## config.mk

```make
export PLATFORM = sky130hd
export DESIGN_NAME = backslash_escape_codec_flat
export DESIGN_NICKNAME = d
export VERILOG_FILES = /design/src/bec_pkg.sv /design/src/bec_if.sv /design/src/bec_front.sv /design/src/bec_queue.sv /design/src/bec_back.sv /design/src/backslash_escape_codec.sv /design/src/flat_wrapper.sv
export SDC_FILE = /design/constraint.sdc
export NUM_CORES = 1
export LEC_CHECK = 0
export BUFFER_PORTS_ARGS = -buffer_cell sky130_fd_sc_hd__buf_2
export CAP_MARGIN = 20
export CORE_MARGIN = 2
export CORE_UTILIZATION = 45
export CTS_CLUSTER_SIZE = 16
export DETAILED_ROUTE_END_ITERATION = 16
export GPL_TIMING_DRIVEN = 1
export PLACE_DENSITY_LB_ADDON = 0.15
export SYNTH_ARGS = -nofsm -noshare
export SYNTH_HDL_FRONTEND = slang
export SYNTH_SLANG_ARGS = --single-unit
```

## constraint.sdc

```tcl
create_clock -name clk_i -period 3.95 [get_ports clk_i]
set_input_delay 0.79 -clock clk_i [delete_from_list [all_inputs] [get_ports clk_i]]
set_output_delay 0.79 -clock clk_i [all_outputs]
set_load 0.005 [all_outputs]
```

## src/bec_pkg.sv

```systemverilog
// Package: shared types, constants and byte mapping functions of the escape codec.
`default_nettype none
package bec_pkg;

  localparam int unsigned ByteW    = 8;
  localparam int unsigned CountW   = 16;
  localparam int unsigned CfgIdxW  = 2;
  localparam int unsigned CfgDataW = 16;

  localparam logic [ByteW-1:0] CharNul       = 8'h00;
  localparam logic [ByteW-1:0] CharNewline   = 8'h0a;
  localparam logic [ByteW-1:0] CharComma     = 8'h2c;
  localparam logic [ByteW-1:0] CharBar       = 8'h7c;
  localparam logic [ByteW-1:0] CharBackslash = 8'h5c;
  localparam logic [ByteW-1:0] CharN         = 8'h6e;
  localparam logic [ByteW-1:0] CharC         = 8'h63;
  localparam logic [ByteW-1:0] CharZ         = 8'h7a;
  localparam logic [ByteW-1:0] CharY         = 8'h79;

  localparam logic [CountW-1:0] CapacityReset = 16'd1024;

  typedef enum logic [CfgIdxW-1:0] {
    CFG_DIRECTION   = 2'd0,
    CFG_CAPACITY    = 2'd1,
    CFG_DOUBLE_BYTE = 2'd2
  } cfg_reg_e;

  // One queued request: one or two result bytes.
  typedef struct packed {
    logic             two;
    logic [ByteW-1:0] byte0;
    logic [ByteW-1:0] byte1;
    logic             eos;
    logic             trunc;
  } bec_entry_t;

  function automatic logic [ByteW-1:0] escape_code(input logic [ByteW-1:0] b);
    logic [ByteW-1:0] r;
    case (b)
      CharNewline:   r = CharN;
      CharComma:     r = CharC;
      CharBar:       r = CharZ;
      CharBackslash: r = CharY;
      default:       r = CharNul;
    endcase
    return r;
  endfunction

  function automatic logic [ByteW-1:0] unescape_code(input logic [ByteW-1:0] b);
    logic [ByteW-1:0] r;
    case (b)
      CharN:   r = CharNewline;
      CharC:   r = CharComma;
      CharZ:   r = CharBar;
      CharY:   r = CharBackslash;
      default: r = b;
    endcase
    return r;
  endfunction

endpackage
`default_nettype wire

```

## src/bec_if.sv

```systemverilog
// Interfaces: input byte, result and configuration channels of the escape codec.
`default_nettype none
interface bec_in_if import bec_pkg::*; ();
  logic             valid;
  logic             ready;
  logic [ByteW-1:0] in_byte;
  modport source (output valid, output in_byte, input ready);
  modport sink   (input valid, input in_byte, output ready);
endinterface

interface bec_out_if import bec_pkg::*; ();
  logic             valid;
  logic             ready;
  logic [ByteW-1:0] out_byte;
  logic             last_of_run;
  logic             end_of_string;
  logic             truncated;
  modport source (output valid, output out_byte, output last_of_run,
                  output end_of_string, output truncated, input ready);
  modport sink   (input valid, input out_byte, input last_of_run,
                  input end_of_string, input truncated, output ready);
endinterface

interface bec_cfg_if import bec_pkg::*; ();
  logic                valid;
  logic                ready;
  logic [CfgIdxW-1:0]  index;
  logic [CfgDataW-1:0] data;
  modport source (output valid, output index, output data, input ready);
  modport sink   (input valid, input index, input data, output ready);
endinterface
`default_nettype wire

```

## src/bec_front.sv

```systemverilog
// Front end: configuration registers, per-string state and byte classification.
`default_nettype none
module bec_front import bec_pkg::*; (
  input  wire logic       clk_i,
  input  wire logic       rst_ni,
  bec_in_if.sink          in_i,
  bec_cfg_if.sink         cfg_i,
  input  wire logic       q_full_i,
  output logic            push_o,
  output bec_entry_t      push_entry_o
);

  logic              direction_q;
  logic [CountW-1:0] capacity_q;
  logic              dbe_q;

  logic [CountW-1:0] written_q, written_d;
  logic              trail_q, trail_d;
  logic              esc_q, esc_d;
  logic              stopped_q, stopped_d;

  logic [ByteW-1:0]  b;
  logic [ByteW-1:0]  code;
  logic              lead;
  logic              accept;
  logic              trunc;
  logic              produce;
  logic [CountW:0]   w1;
  logic [CountW:0]   w2;
  logic [CountW:0]   cap;
  bec_entry_t        entry;

  assign cfg_i.ready = 1'b1;

  always_ff @(posedge clk_i or negedge rst_ni) begin
    if (!rst_ni) begin
      direction_q <= 1'b0;
      capacity_q  <= CapacityReset;
      dbe_q       <= 1'b1;
    end else if (cfg_i.valid) begin
      case (cfg_i.index)
        CFG_DIRECTION:   direction_q <= cfg_i.data[0];
        CFG_CAPACITY:    capacity_q  <= cfg_i.data[CountW-1:0];
        CFG_DOUBLE_BYTE: dbe_q       <= cfg_i.data[0];
        default: ;
      endcase
    end
  end

  assign in_i.ready = !q_full_i;
  assign accept     = in_i.valid && !q_full_i;
  assign b          = in_i.in_byte;
  assign lead       = dbe_q && b[ByteW-1];
  assign code       = escape_code(b);
  assign w1         = {1'b0, written_q} + {{CountW{1'b0}}, 1'b1};
  assign w2         = {1'b0, written_q} + {{(CountW-1){1'b0}}, 2'd2};
  assign cap        = {1'b0, capacity_q};

  always_comb begin
    written_d = written_q;
    trail_d   = trail_q;
    esc_d     = esc_q;
    stopped_d = stopped_q;
    produce   = 1'b0;
    trunc     = 1'b0;
    entry     = '{two: 1'b0, byte0: b, byte1: code, eos: 1'b0, trunc: 1'b0};
    if (stopped_q) begin
      if (b == CharNul) begin
        written_d = '0;
        trail_d   = 1'b0;
        esc_d     = 1'b0;
        stopped_d = 1'b0;
      end
    end else if (b == CharNul) begin
      produce   = 1'b1;
      entry.eos = 1'b1;
      written_d = '0;
      trail_d   = 1'b0;
      esc_d     = 1'b0;
    end else if (trail_q) begin
      produce = 1'b1;
      trail_d = 1'b0;
    end else if (direction_q) begin
      if (esc_q) begin
        esc_d       = 1'b0;
        produce     = 1'b1;
        entry.byte0 = unescape_code(b);
      end else if (lead) begin
        produce = 1'b1;
        trail_d = 1'b1;
      end else if (b == CharBackslash) begin
        esc_d = 1'b1;
      end else begin
        produce = 1'b1;
      end
    end else begin
      if (w1 >= cap) begin
        trunc = 1'b1;
      end else if (lead) begin
        if (w2 >= cap) begin
          trunc = 1'b1;
        end else begin
          produce   = 1'b1;
          written_d = w2[CountW-1:0];
          trail_d   = 1'b1;
        end
      end else if (code != CharNul) begin
        if (w2 < cap) begin
          produce     = 1'b1;
          entry.two   = 1'b1;
          entry.byte0 = CharBackslash;
          written_d   = w2[CountW-1:0];
        end else begin
          trunc = 1'b1;
        end
      end else begin
        produce   = 1'b1;
        written_d = w1[CountW-1:0];
      end
      if (trunc) begin
        produce     = 1'b1;
        entry.byte0 = CharNul;
        entry.eos   = 1'b1;
        entry.trunc = 1'b1;
        trail_d     = 1'b0;
        esc_d       = 1'b0;
        stopped_d   = 1'b1;
      end
    end
  end

  always_ff @(posedge clk_i or negedge rst_ni) begin
    if (!rst_ni) begin
      written_q <= '0;
      trail_q   <= 1'b0;
      esc_q     <= 1'b0;
      stopped_q <= 1'b0;
    end else if (accept) begin
      written_q <= written_d;
      trail_q   <= trail_d;
      esc_q     <= esc_d;
      stopped_q <= stopped_d;
    end
  end

  assign push_o       = accept && produce;
  assign push_entry_o = entry;

endmodule
`default_nettype wire

```

## src/bec_queue.sv

```systemverilog
// Request queue between the front end and the output stage.
`default_nettype none
module bec_queue import bec_pkg::*; #(
  parameter int unsigned Depth = 2
) (
  input  wire logic        clk_i,
  input  wire logic        rst_ni,
  input  wire logic        push_i,
  input  bec_entry_t       push_entry_i,
  output logic             full_o,
  output logic             head_valid_o,
  output bec_entry_t       head_entry_o,
  input  wire logic        pop_i
);

  localparam int unsigned PtrW = (Depth > 1) ? $clog2(Depth) : 1;
  localparam int unsigned CntW = $clog2(Depth + 1);
  localparam logic [PtrW-1:0] LastPtr = PtrW'(Depth - 1);
  localparam logic [CntW-1:0] FullCnt = CntW'(Depth);

  bec_entry_t      mem_q [Depth];
  logic [PtrW-1:0] wr_ptr_q, rd_ptr_q;
  logic [CntW-1:0] count_q;
  logic            do_push, do_pop;

  assign full_o       = (count_q == FullCnt);
  assign head_valid_o = (count_q != '0);
  assign head_entry_o = mem_q[rd_ptr_q];
  assign do_push      = push_i && !full_o;
  assign do_pop       = pop_i && head_valid_o;

  always_ff @(posedge clk_i) begin
    if (do_push) begin
      mem_q[wr_ptr_q] <= push_entry_i;
    end
  end

  always_ff @(posedge clk_i or negedge rst_ni) begin
    if (!rst_ni) begin
      wr_ptr_q <= '0;
      rd_ptr_q <= '0;
      count_q  <= '0;
    end else begin
      if (do_push) begin
        wr_ptr_q <= (wr_ptr_q == LastPtr) ? '0 : wr_ptr_q + 1'b1;
      end
      if (do_pop) begin
        rd_ptr_q <= (rd_ptr_q == LastPtr) ? '0 : rd_ptr_q + 1'b1;
      end
      case ({do_push, do_pop})
        2'b10:   count_q <= count_q + 1'b1;
        2'b01:   count_q <= count_q - 1'b1;
        default: count_q <= count_q;
      endcase
    end
  end

endmodule
`default_nettype wire

```

## src/bec_back.sv

```systemverilog
// Output stage: expands queued requests into result bytes behind an output register.
`default_nettype none
module bec_back import bec_pkg::*; (
  input  wire logic       clk_i,
  input  wire logic       rst_ni,
  input  wire logic       head_valid_i,
  input  bec_entry_t      head_entry_i,
  output logic            pop_o,
  bec_out_if.source       out_o
);

  logic             valid_q;
  logic             phase_q;
  logic [ByteW-1:0] byte_q;
  logic             last_q;
  logic             eos_q;
  logic             trunc_q;
  logic             load;

  assign load  = head_valid_i && (!valid_q || out_o.ready);
  assign pop_o = load && (phase_q || !head_entry_i.two);

  always_ff @(posedge clk_i or negedge rst_ni) begin
    if (!rst_ni) begin
      valid_q <= 1'b0;
      phase_q <= 1'b0;
    end else begin
      if (load) begin
        valid_q <= 1'b1;
        phase_q <= !phase_q && head_entry_i.two;
      end else if (out_o.ready) begin
        valid_q <= 1'b0;
      end
    end
  end

  always_ff @(posedge clk_i) begin
    if (load) begin
      byte_q  <= phase_q ? head_entry_i.byte1 : head_entry_i.byte0;
      last_q  <= phase_q || !head_entry_i.two;
      eos_q   <= head_entry_i.eos;
      trunc_q <= head_entry_i.trunc;
    end
  end

  assign out_o.valid         = valid_q;
  assign out_o.out_byte      = byte_q;
  assign out_o.last_of_run   = last_q;
  assign out_o.end_of_string = eos_q;
  assign out_o.truncated     = trunc_q;

endmodule
`default_nettype wire

```

## src/backslash_escape_codec.sv

```systemverilog
// Top level: backslash escape encoder and decoder with double-byte pass-through.
//
//   channel  modport  handshake      payload
//   in_i     sink     valid/ready    in_byte
//   out_o    source   valid/ready    out_byte, last_of_run, end_of_string, truncated
//   cfg_i    sink     valid/ready    index, data (ready always high)
//
// One input byte is taken per cycle while the request queue has room.
// An escape pair leaves the output register one byte at a time, so the output
// register sets the rate at one result per cycle while out_o.ready is high.
// Reset clears string state, queue and output register; config takes its reset values.
// An output stall fills the queue, which then drops in_i.ready.
`default_nettype none
module backslash_escape_codec import bec_pkg::*; #(
  parameter int unsigned QueueDepth = 2
) (
  input  wire logic clk_i,
  input  wire logic rst_ni,
  bec_in_if.sink    in_i,
  bec_out_if.source out_o,
  bec_cfg_if.sink   cfg_i
);

  logic       q_full;
  logic       push;
  bec_entry_t push_entry;
  logic       head_valid;
  bec_entry_t head_entry;
  logic       pop;

  bec_front u_front (
    .clk_i        (clk_i),
    .rst_ni       (rst_ni),
    .in_i         (in_i),
    .cfg_i        (cfg_i),
    .q_full_i     (q_full),
    .push_o       (push),
    .push_entry_o (push_entry)
  );

  bec_queue #(
    .Depth (QueueDepth)
  ) u_queue (
    .clk_i        (clk_i),
    .rst_ni       (rst_ni),
    .push_i       (push),
    .push_entry_i (push_entry),
    .full_o       (q_full),
    .head_valid_o (head_valid),
    .head_entry_o (head_entry),
    .pop_i        (pop)
  );

  bec_back u_back (
    .clk_i        (clk_i),
    .rst_ni       (rst_ni),
    .head_valid_i (head_valid),
    .head_entry_i (head_entry),
    .pop_o        (pop),
    .out_o        (out_o)
  );

endmodule
`default_nettype wire
```

## src/flat_wrapper.sv

```systemverilog
// flat-port wrapper written by rule: the top's interface ports become plain ports
module backslash_escape_codec_flat import bec_pkg::*;
#(
  parameter int unsigned QueueDepth = 2
)
  (clk_i, rst_ni, in_i_valid, in_i_in_byte, in_i_ready, out_o_valid, out_o_out_byte, out_o_last_of_run, out_o_end_of_string, out_o_truncated, out_o_ready, cfg_i_valid, cfg_i_index, cfg_i_data, cfg_i_ready);
  bec_in_if in_i_i ();
  bec_out_if out_o_i ();
  bec_cfg_if cfg_i_i ();
  input  wire logic clk_i;
  input  wire logic rst_ni;
  input wire logic [$bits(in_i_i.valid)-1:0] in_i_valid;
  input wire logic [$bits(in_i_i.in_byte)-1:0] in_i_in_byte;
  output wire logic [$bits(in_i_i.ready)-1:0] in_i_ready;
  output wire logic [$bits(out_o_i.valid)-1:0] out_o_valid;
  output wire logic [$bits(out_o_i.out_byte)-1:0] out_o_out_byte;
  output wire logic [$bits(out_o_i.last_of_run)-1:0] out_o_last_of_run;
  output wire logic [$bits(out_o_i.end_of_string)-1:0] out_o_end_of_string;
  output wire logic [$bits(out_o_i.truncated)-1:0] out_o_truncated;
  input wire logic [$bits(out_o_i.ready)-1:0] out_o_ready;
  input wire logic [$bits(cfg_i_i.valid)-1:0] cfg_i_valid;
  input wire logic [$bits(cfg_i_i.index)-1:0] cfg_i_index;
  input wire logic [$bits(cfg_i_i.data)-1:0] cfg_i_data;
  output wire logic [$bits(cfg_i_i.ready)-1:0] cfg_i_ready;
  assign in_i_i.valid = in_i_valid;
  assign in_i_i.in_byte = in_i_in_byte;
  assign in_i_ready = in_i_i.ready;
  assign out_o_valid = out_o_i.valid;
  assign out_o_out_byte = out_o_i.out_byte;
  assign out_o_last_of_run = out_o_i.last_of_run;
  assign out_o_end_of_string = out_o_i.end_of_string;
  assign out_o_truncated = out_o_i.truncated;
  assign out_o_i.ready = out_o_ready;
  assign cfg_i_i.valid = cfg_i_valid;
  assign cfg_i_i.index = cfg_i_index;
  assign cfg_i_i.data = cfg_i_data;
  assign cfg_i_ready = cfg_i_i.ready;
  backslash_escape_codec #(.QueueDepth(QueueDepth)) u_core (.clk_i(clk_i), .rst_ni(rst_ni), .in_i(in_i_i), .out_o(out_o_i), .cfg_i(cfg_i_i));
endmodule
```

[Yosys cells after proc, flatten, opt, wreduce, memory -nomap -nowiden]
Memory sizes are Yosys's and may differ from the RTL's.
Index checks and enable logic that the tools add are counted.
W data, S select, Z words.
Storage, ports and cells
  register bits: 54
  bits in latches: 0
  bits in writable memories: 36
  bits in read-only memories: 0
  bits of input ports: 31
  output and inout port bits: 14
  word-level logic and storage cells: 155
  memories: 1
Cells by class
  add/subtract/negate cells: 6
  $mul: 0
  divide/modulo/power cells: 0
  $lt $le $gt $ge: 3
  equality and inequality tests: 19
  shifts and indexed selects: 0
  multiplexer cells: 83
  bitwise operators: 0
  reductions and logical operators: 27
Memories
  u_core.u_queue.mem_q: depth 2, width 18, read ports 1, clocked after memory_dff 0, wr ports 1, RTL line bec_queue.sv:21  | bec_entry_t mem_q [Depth];
Operators by type and width (number)
  $mux W16: 10
  $mux W9: 7
  $mux W1: 55
  $eq A8 B7 Y1 const B: 6
  $ge A17 B16 Y1: 2
  $mux W8: 4
  $pmux W8 S4: 1
  $pmux W7 S4: 1
  $add A16 B1 Y17 const B: 1
  $add A16 B2 Y17 const B: 1
  $lt A17 B16 Y1: 1
  $eq A8 B4 Y1 const B: 1
  $eq A8 B6 Y1 const B: 1
  $logic_and A1 B1 Y1: 8
  $logic_not A8 Y1: 1
  $mux W2: 4
  $reduce_and A2 Y1: 4
  $reduce_bool A8 Y1: 1
  $reduce_and A7 Y1: 1
  $eq A2 B2 Y1 const B: 3
  $ne A2 B1 Y1 const B: 3
  $reduce_bool A2 Y1: 3
  $eq A2 B1 Y1 const B: 2
  $logic_not A1 Y1: 4
  11 further kinds: 13

[Depth between registers and ports, before layout]
  depth in word-level cells: 19
  depth in mapped cells: 16
  depth with buffers taken out: 14

[Cells and area by module]
From an unflattened synthesis, not the netlist that was laid out.
Unflattened totals
  cell total of the unflattened synthesis: 554
  area total of the unflattened synthesis: 5788.1 sq um
Modules (own cells, without submodules)
  bec_front: times used 1, cells an instance 447, area each 3666.0 sq um, sequential area each 928.4 sq um
  bec_queue: times used 1, cells an instance 77, area each 1564.0 sq um, sequential area each 1241.2 sq um
  bec_back: times used 1, cells an instance 30, area each 558.0 sq um, sequential area each 380.4 sq um

[Least setup slack after synthesis]
No wires, ideal clock.
  path kind: register to register
  from: register u_core.u_front.written_q[2]
  to: register u_core.u_front.written_q[6]
  setup time: 0.126 ns
  arrival time: 3.601 ns
  data required time: 3.824 ns
  setup slack: 0.223 ns
  stages on the path, launching flop included: 15
  path buffers: 1
  clock period less this slack: 3.727 ns
  cell sequence: dfrtp_1 > ha_1 > clkbuf_1 > nand3_1 > nor4_1 > and3_1 > nand3_1 > xnor2_1 > ha_1 > nand3_1 > or3_1 > and3_4 > o21a_2 > and3_4 > a221o_1
On the way
  word-level cells in the longest chain between the ends: 9
  elaborated cells on any way between the ends: 18
  those cells by class: add/sub: 2; order compare: 3; eq/ne: 3; mux: 9; reduce/logical: 1
Ends and longest elaborated chain
  start: declaration: RTL line bec_front.sv:17  | logic [CountW-1:0] written_q, written_d;
  start signal: assignment: RTL line bec_front.sv:139  | written_q <= written_d;
  parallel branches: the longest is 9 deep, another holds $add A16 B2 Y17
Parallel ways; which one is timed is not known. The select of a mux whose other input is x is not followed.
A chain may end at the register's enable or synchronous reset.

[Worst setup path after layout]
  from: register u_core.u_front.written_q[1]
  to: register u_core.u_front.written_q[6]
Same word-level chain as after synthesis.

==> results_dict.tcl <==
set metrics [dict create \
    r2r-start "u_core.u_front.written_q[1]" \
    cp_max_fo 14 \
    multiInputGateArea_mm2 0.00286 \
    htree_levels 3 \
    die-area_mm2 0.0132 \
    netlist_area_mm2 0.00552 \
    start_kind "flop" \
    power.leakage_nw 2.70 \
    critPathSlowestCell "dfrtp_1" \
    post-route-period-util_pct 93.3 \
    grt_max_degree 44 \
    wirelength_um 13500 \
    drive_gt1_share_pct 22.1 \
    grt_pass1_vias 4229 \
    maxCapViolations 0 \
    final_nets 623 \
    initial_core_util_pct 46.0 \
    slew_violations 0 \
    syn-num-nets 585 \
    synth-seq-cells 88 \
    fin_hold_ws_ps 262 \
    finalPower_mw 3.92 \
    grt_pass1_wl_um 21700 \
    remaining_drc_errors 0 \
    rows 40 \
    vias 4144 \
    cp.arrival_ps 3930 \
    fin_area_mm2 0.00625 \
    coreArea_mm2 0.0120 \
    die_h_um 115 \
    hpwl_um 9890 \
    critPathRequiredTime_ps 4190 \
    cp_common_cell "nand3_1" \
    wire_per_inst_um 19.0 \
    power_density_mw_per_mm2 627 \
    area_delta_synth_final_pct 13.2 \
    pre_cts_ws_ps 191 \
    synth_edf_count 45 \
    finalSetupViolations 0 \
    initialDrtViolationCount 248 \
    worstPathCellList "ha_1, nand3_1, nor4_2, and3_1, nand3_1, xnor2_1, ha_1, nand3_1, nor3_2, nand4_1, a41o_1, and4_4, and3_4, a221o_1" \
    slew_headroom_pct 33.4 \
    yosysUniqueCellTypes 73 \
    yosysSeqAreaShare_pct 44.0 \
    globalplace.congestion 0.908 \
    synth_flop_cell "edfxtp_1" \
    num-fill-cells 1103 \
    fmax_ghz 0.271 \
    reg2reg_to "u_core.u_front.written_q[6]" \
    timing.reg2reg.setup_slack_ps 260 \
    ir_worst_vdd_mv 0.281 \
    dpl_cell_area_mm2 0.00588 \
    finalHoldViolCount 0 \
    clkTransAtPathRegs_ps 70 \
    avgSynthCellArea_um2 10.6 \
    cpPeakStageDelay_ps 430 \
    ys_top_cells_by_count "edfxtp_1, dfrtp_1, ha_1" \
    io_buffer_count 43 \
    cts_inserted_buffers 9 \
    cts_buffer_depth 2 \
    worst_clock_skew_ps 11.3 \
    drtAntennaViolNets 0 \
    io-pin-count 45 \
    clockRootBuffer "clkbuf_16" \
    grtUsageTotal_pct 21.6 \
    grt_overflow 0 \
    hp-class "input pin to async pin" \
    n_antenna_cell 0 \
    clock-sinks 88 \
    worst_skew_pair.late_latency_ps 350 \
    post-route-min-period_ps 3690 \
    tightestPinTransition_ps 995 \
    register_area_mm2 0.00243 \
    die-width_um 115 \
    end_kind "flop" \
    syn_inst 519 \
    viasPerCell 5.84 \
    synth_warnings 0 \
    critical_path_class "flop to flop" \
    ff2ff_path_depth 14 \
    grt_antenna_before_repair 0 \
    status "completed" \
    synth.top_cell.area_share_pct 24.5 \
    hold_buffers 0 \
    synthArstFlopShare_pct 48.9 \
    synth.area.top_cells "edfxtp_1, dfrtp_1, ha_1" \
    detail_route.first_pass.iterations 4 \
    cts_tree "yes" \
    yosys.cell_count.top_type "edfxtp_1" \
    yosys.area.top_type "edfxtp_1" \
    setup_ws_ps 264 \
]
[placed cells by master, fill, tap and decap left out, types with 3 or more instances in the layout]
cell       synthesis  routed
nand4_1           13      13
nor2b_1            7       7
nor4_1             8       7
xor2_1            15      15
nor2_1            34      33
xnor2_1           18      18
dfrtp_1           41      41
inv_1             25      25
a211o_1            9       9
buf_4              3      15
mux2i_1            7       7
and3_1             5       5
o21ai_0           17      17
a31oi_1            6       6
mux2_2            21      21
nand2_1           34      34
or2_2              5       5
a2bb2oi_1          3       3
mux4_2             7       7
buf_2              9      43
a21o_1             6       6
nand3_1           20      20
clkbuf_16          0      10
o2bb2ai_1          6       6
and2_1             6       6
nand2b_1           3       3
ha_1              35      35
o211ai_1           3       3
edfxtp_1          45      45
a21oi_1           18      18
nor3_1             9       8
a21boi_0           7       7
nor3b_1            6       6
[kinds of logic (layout without fill, tap and decap cells)]
kind of cell	count (synthesis)	in the layout	synth area share, %
and+or+nand+nor	167	167	16.4
AOI/OAI and AO/OA	103	103	13.4
DFF	88	88	44.0
buffers and inverters	57	100	4.58
adders and majority gates	35	35	7.93
muxes	35	35	8.41
xor gates and xnor gates	33	33	5.23
other	1	1	0.0679
[state kept, by name, summed over array words and instances (netlist names), 2 cells and up]
name / count
u_core.u_back.out_o.out_byte: 8
u_core.u_front.capacity_q: 16
u_core.u_front.written_q: 16
u_core.u_queue.count_q: 2
u_core.u_queue.mem_q: 34
[routing by layer]
metal,vias up,track usage (%),wire length [µm]
met5,-,0,0
met4,0,11.9,470
met3,29,3.11,553
met2,109,37.0,6700
met1,2009,26.3,5730
li1,1997,-,-
[stage by stage]
stage | std cells | util (%) | TNS (ps)
6_report | 709 | 52.1 | 0
5_1_grt | 709 | 52.1 | -4.03
4_1_cts | 708 | 51.7 | 0
3_5_place_dp | 692 | 48.9 | 0
3_3_place_gp | 692 | 48.9 | 0
2_1_floorplan | 519 | - | 0
[worst max-delay path by stage]
stage	from	end	cells after the start	slack (ps)
2_1_floorplan	u_core.u_front.written_q[2]	u_core.u_front.written_q[6]	14	220
3_3_place_gp	u_core.u_front.written_q[2]	u_core.u_front.written_q[6]	14	380
3_5_place_dp	u_core.u_front.written_q[1]	u_core.u_front.written_q[6]	14	190
4_1_cts	u_core.u_front.written_q[1]	u_core.u_queue.mem_q[0][11]	15	160
5_1_grt	u_core.u_front.written_q[1]	u_core.u_front.written_q[9]	15	-4
6_report	u_core.u_front.written_q[1]	u_core.u_front.written_q[6]	14	260
[power by group]
group	switching, mW	leakage, nW	internal [mW]
combinational	0.855	1.60	0.647
clock	0.378	0.159	0.596
sequential	0.176	0.942	1.27
total	1.41	2.70	2.51
[cell type report]
type	count	share of cell area, %
clock buffers	12	4.12
repair buffers	59	5.56
well taps	147	2.94
inverters	25	1.50
multi-input cells	374	45.8
flip-flops and latches	88	38.9
clock inverters	4	1.22
[worst max-delay path, delay by kind of cell, from the launching register on]
kind | cells | cell delay (ps)
compound gates | 2 | 600
xor+xnor | 1 | 170
fa+ha+maj | 2 | 560
simple gates | 9 | 1810
flops | 1 | 430
[timing repair]
action                                  in CTS  in global routing
endpoints found under the setup margin       0                 36
hold endpoints to repair                     0                  0
resized for setup                            0                  6
setup buffers                                0                  0
No activity file was read; power rests on OpenSTA's default activity.
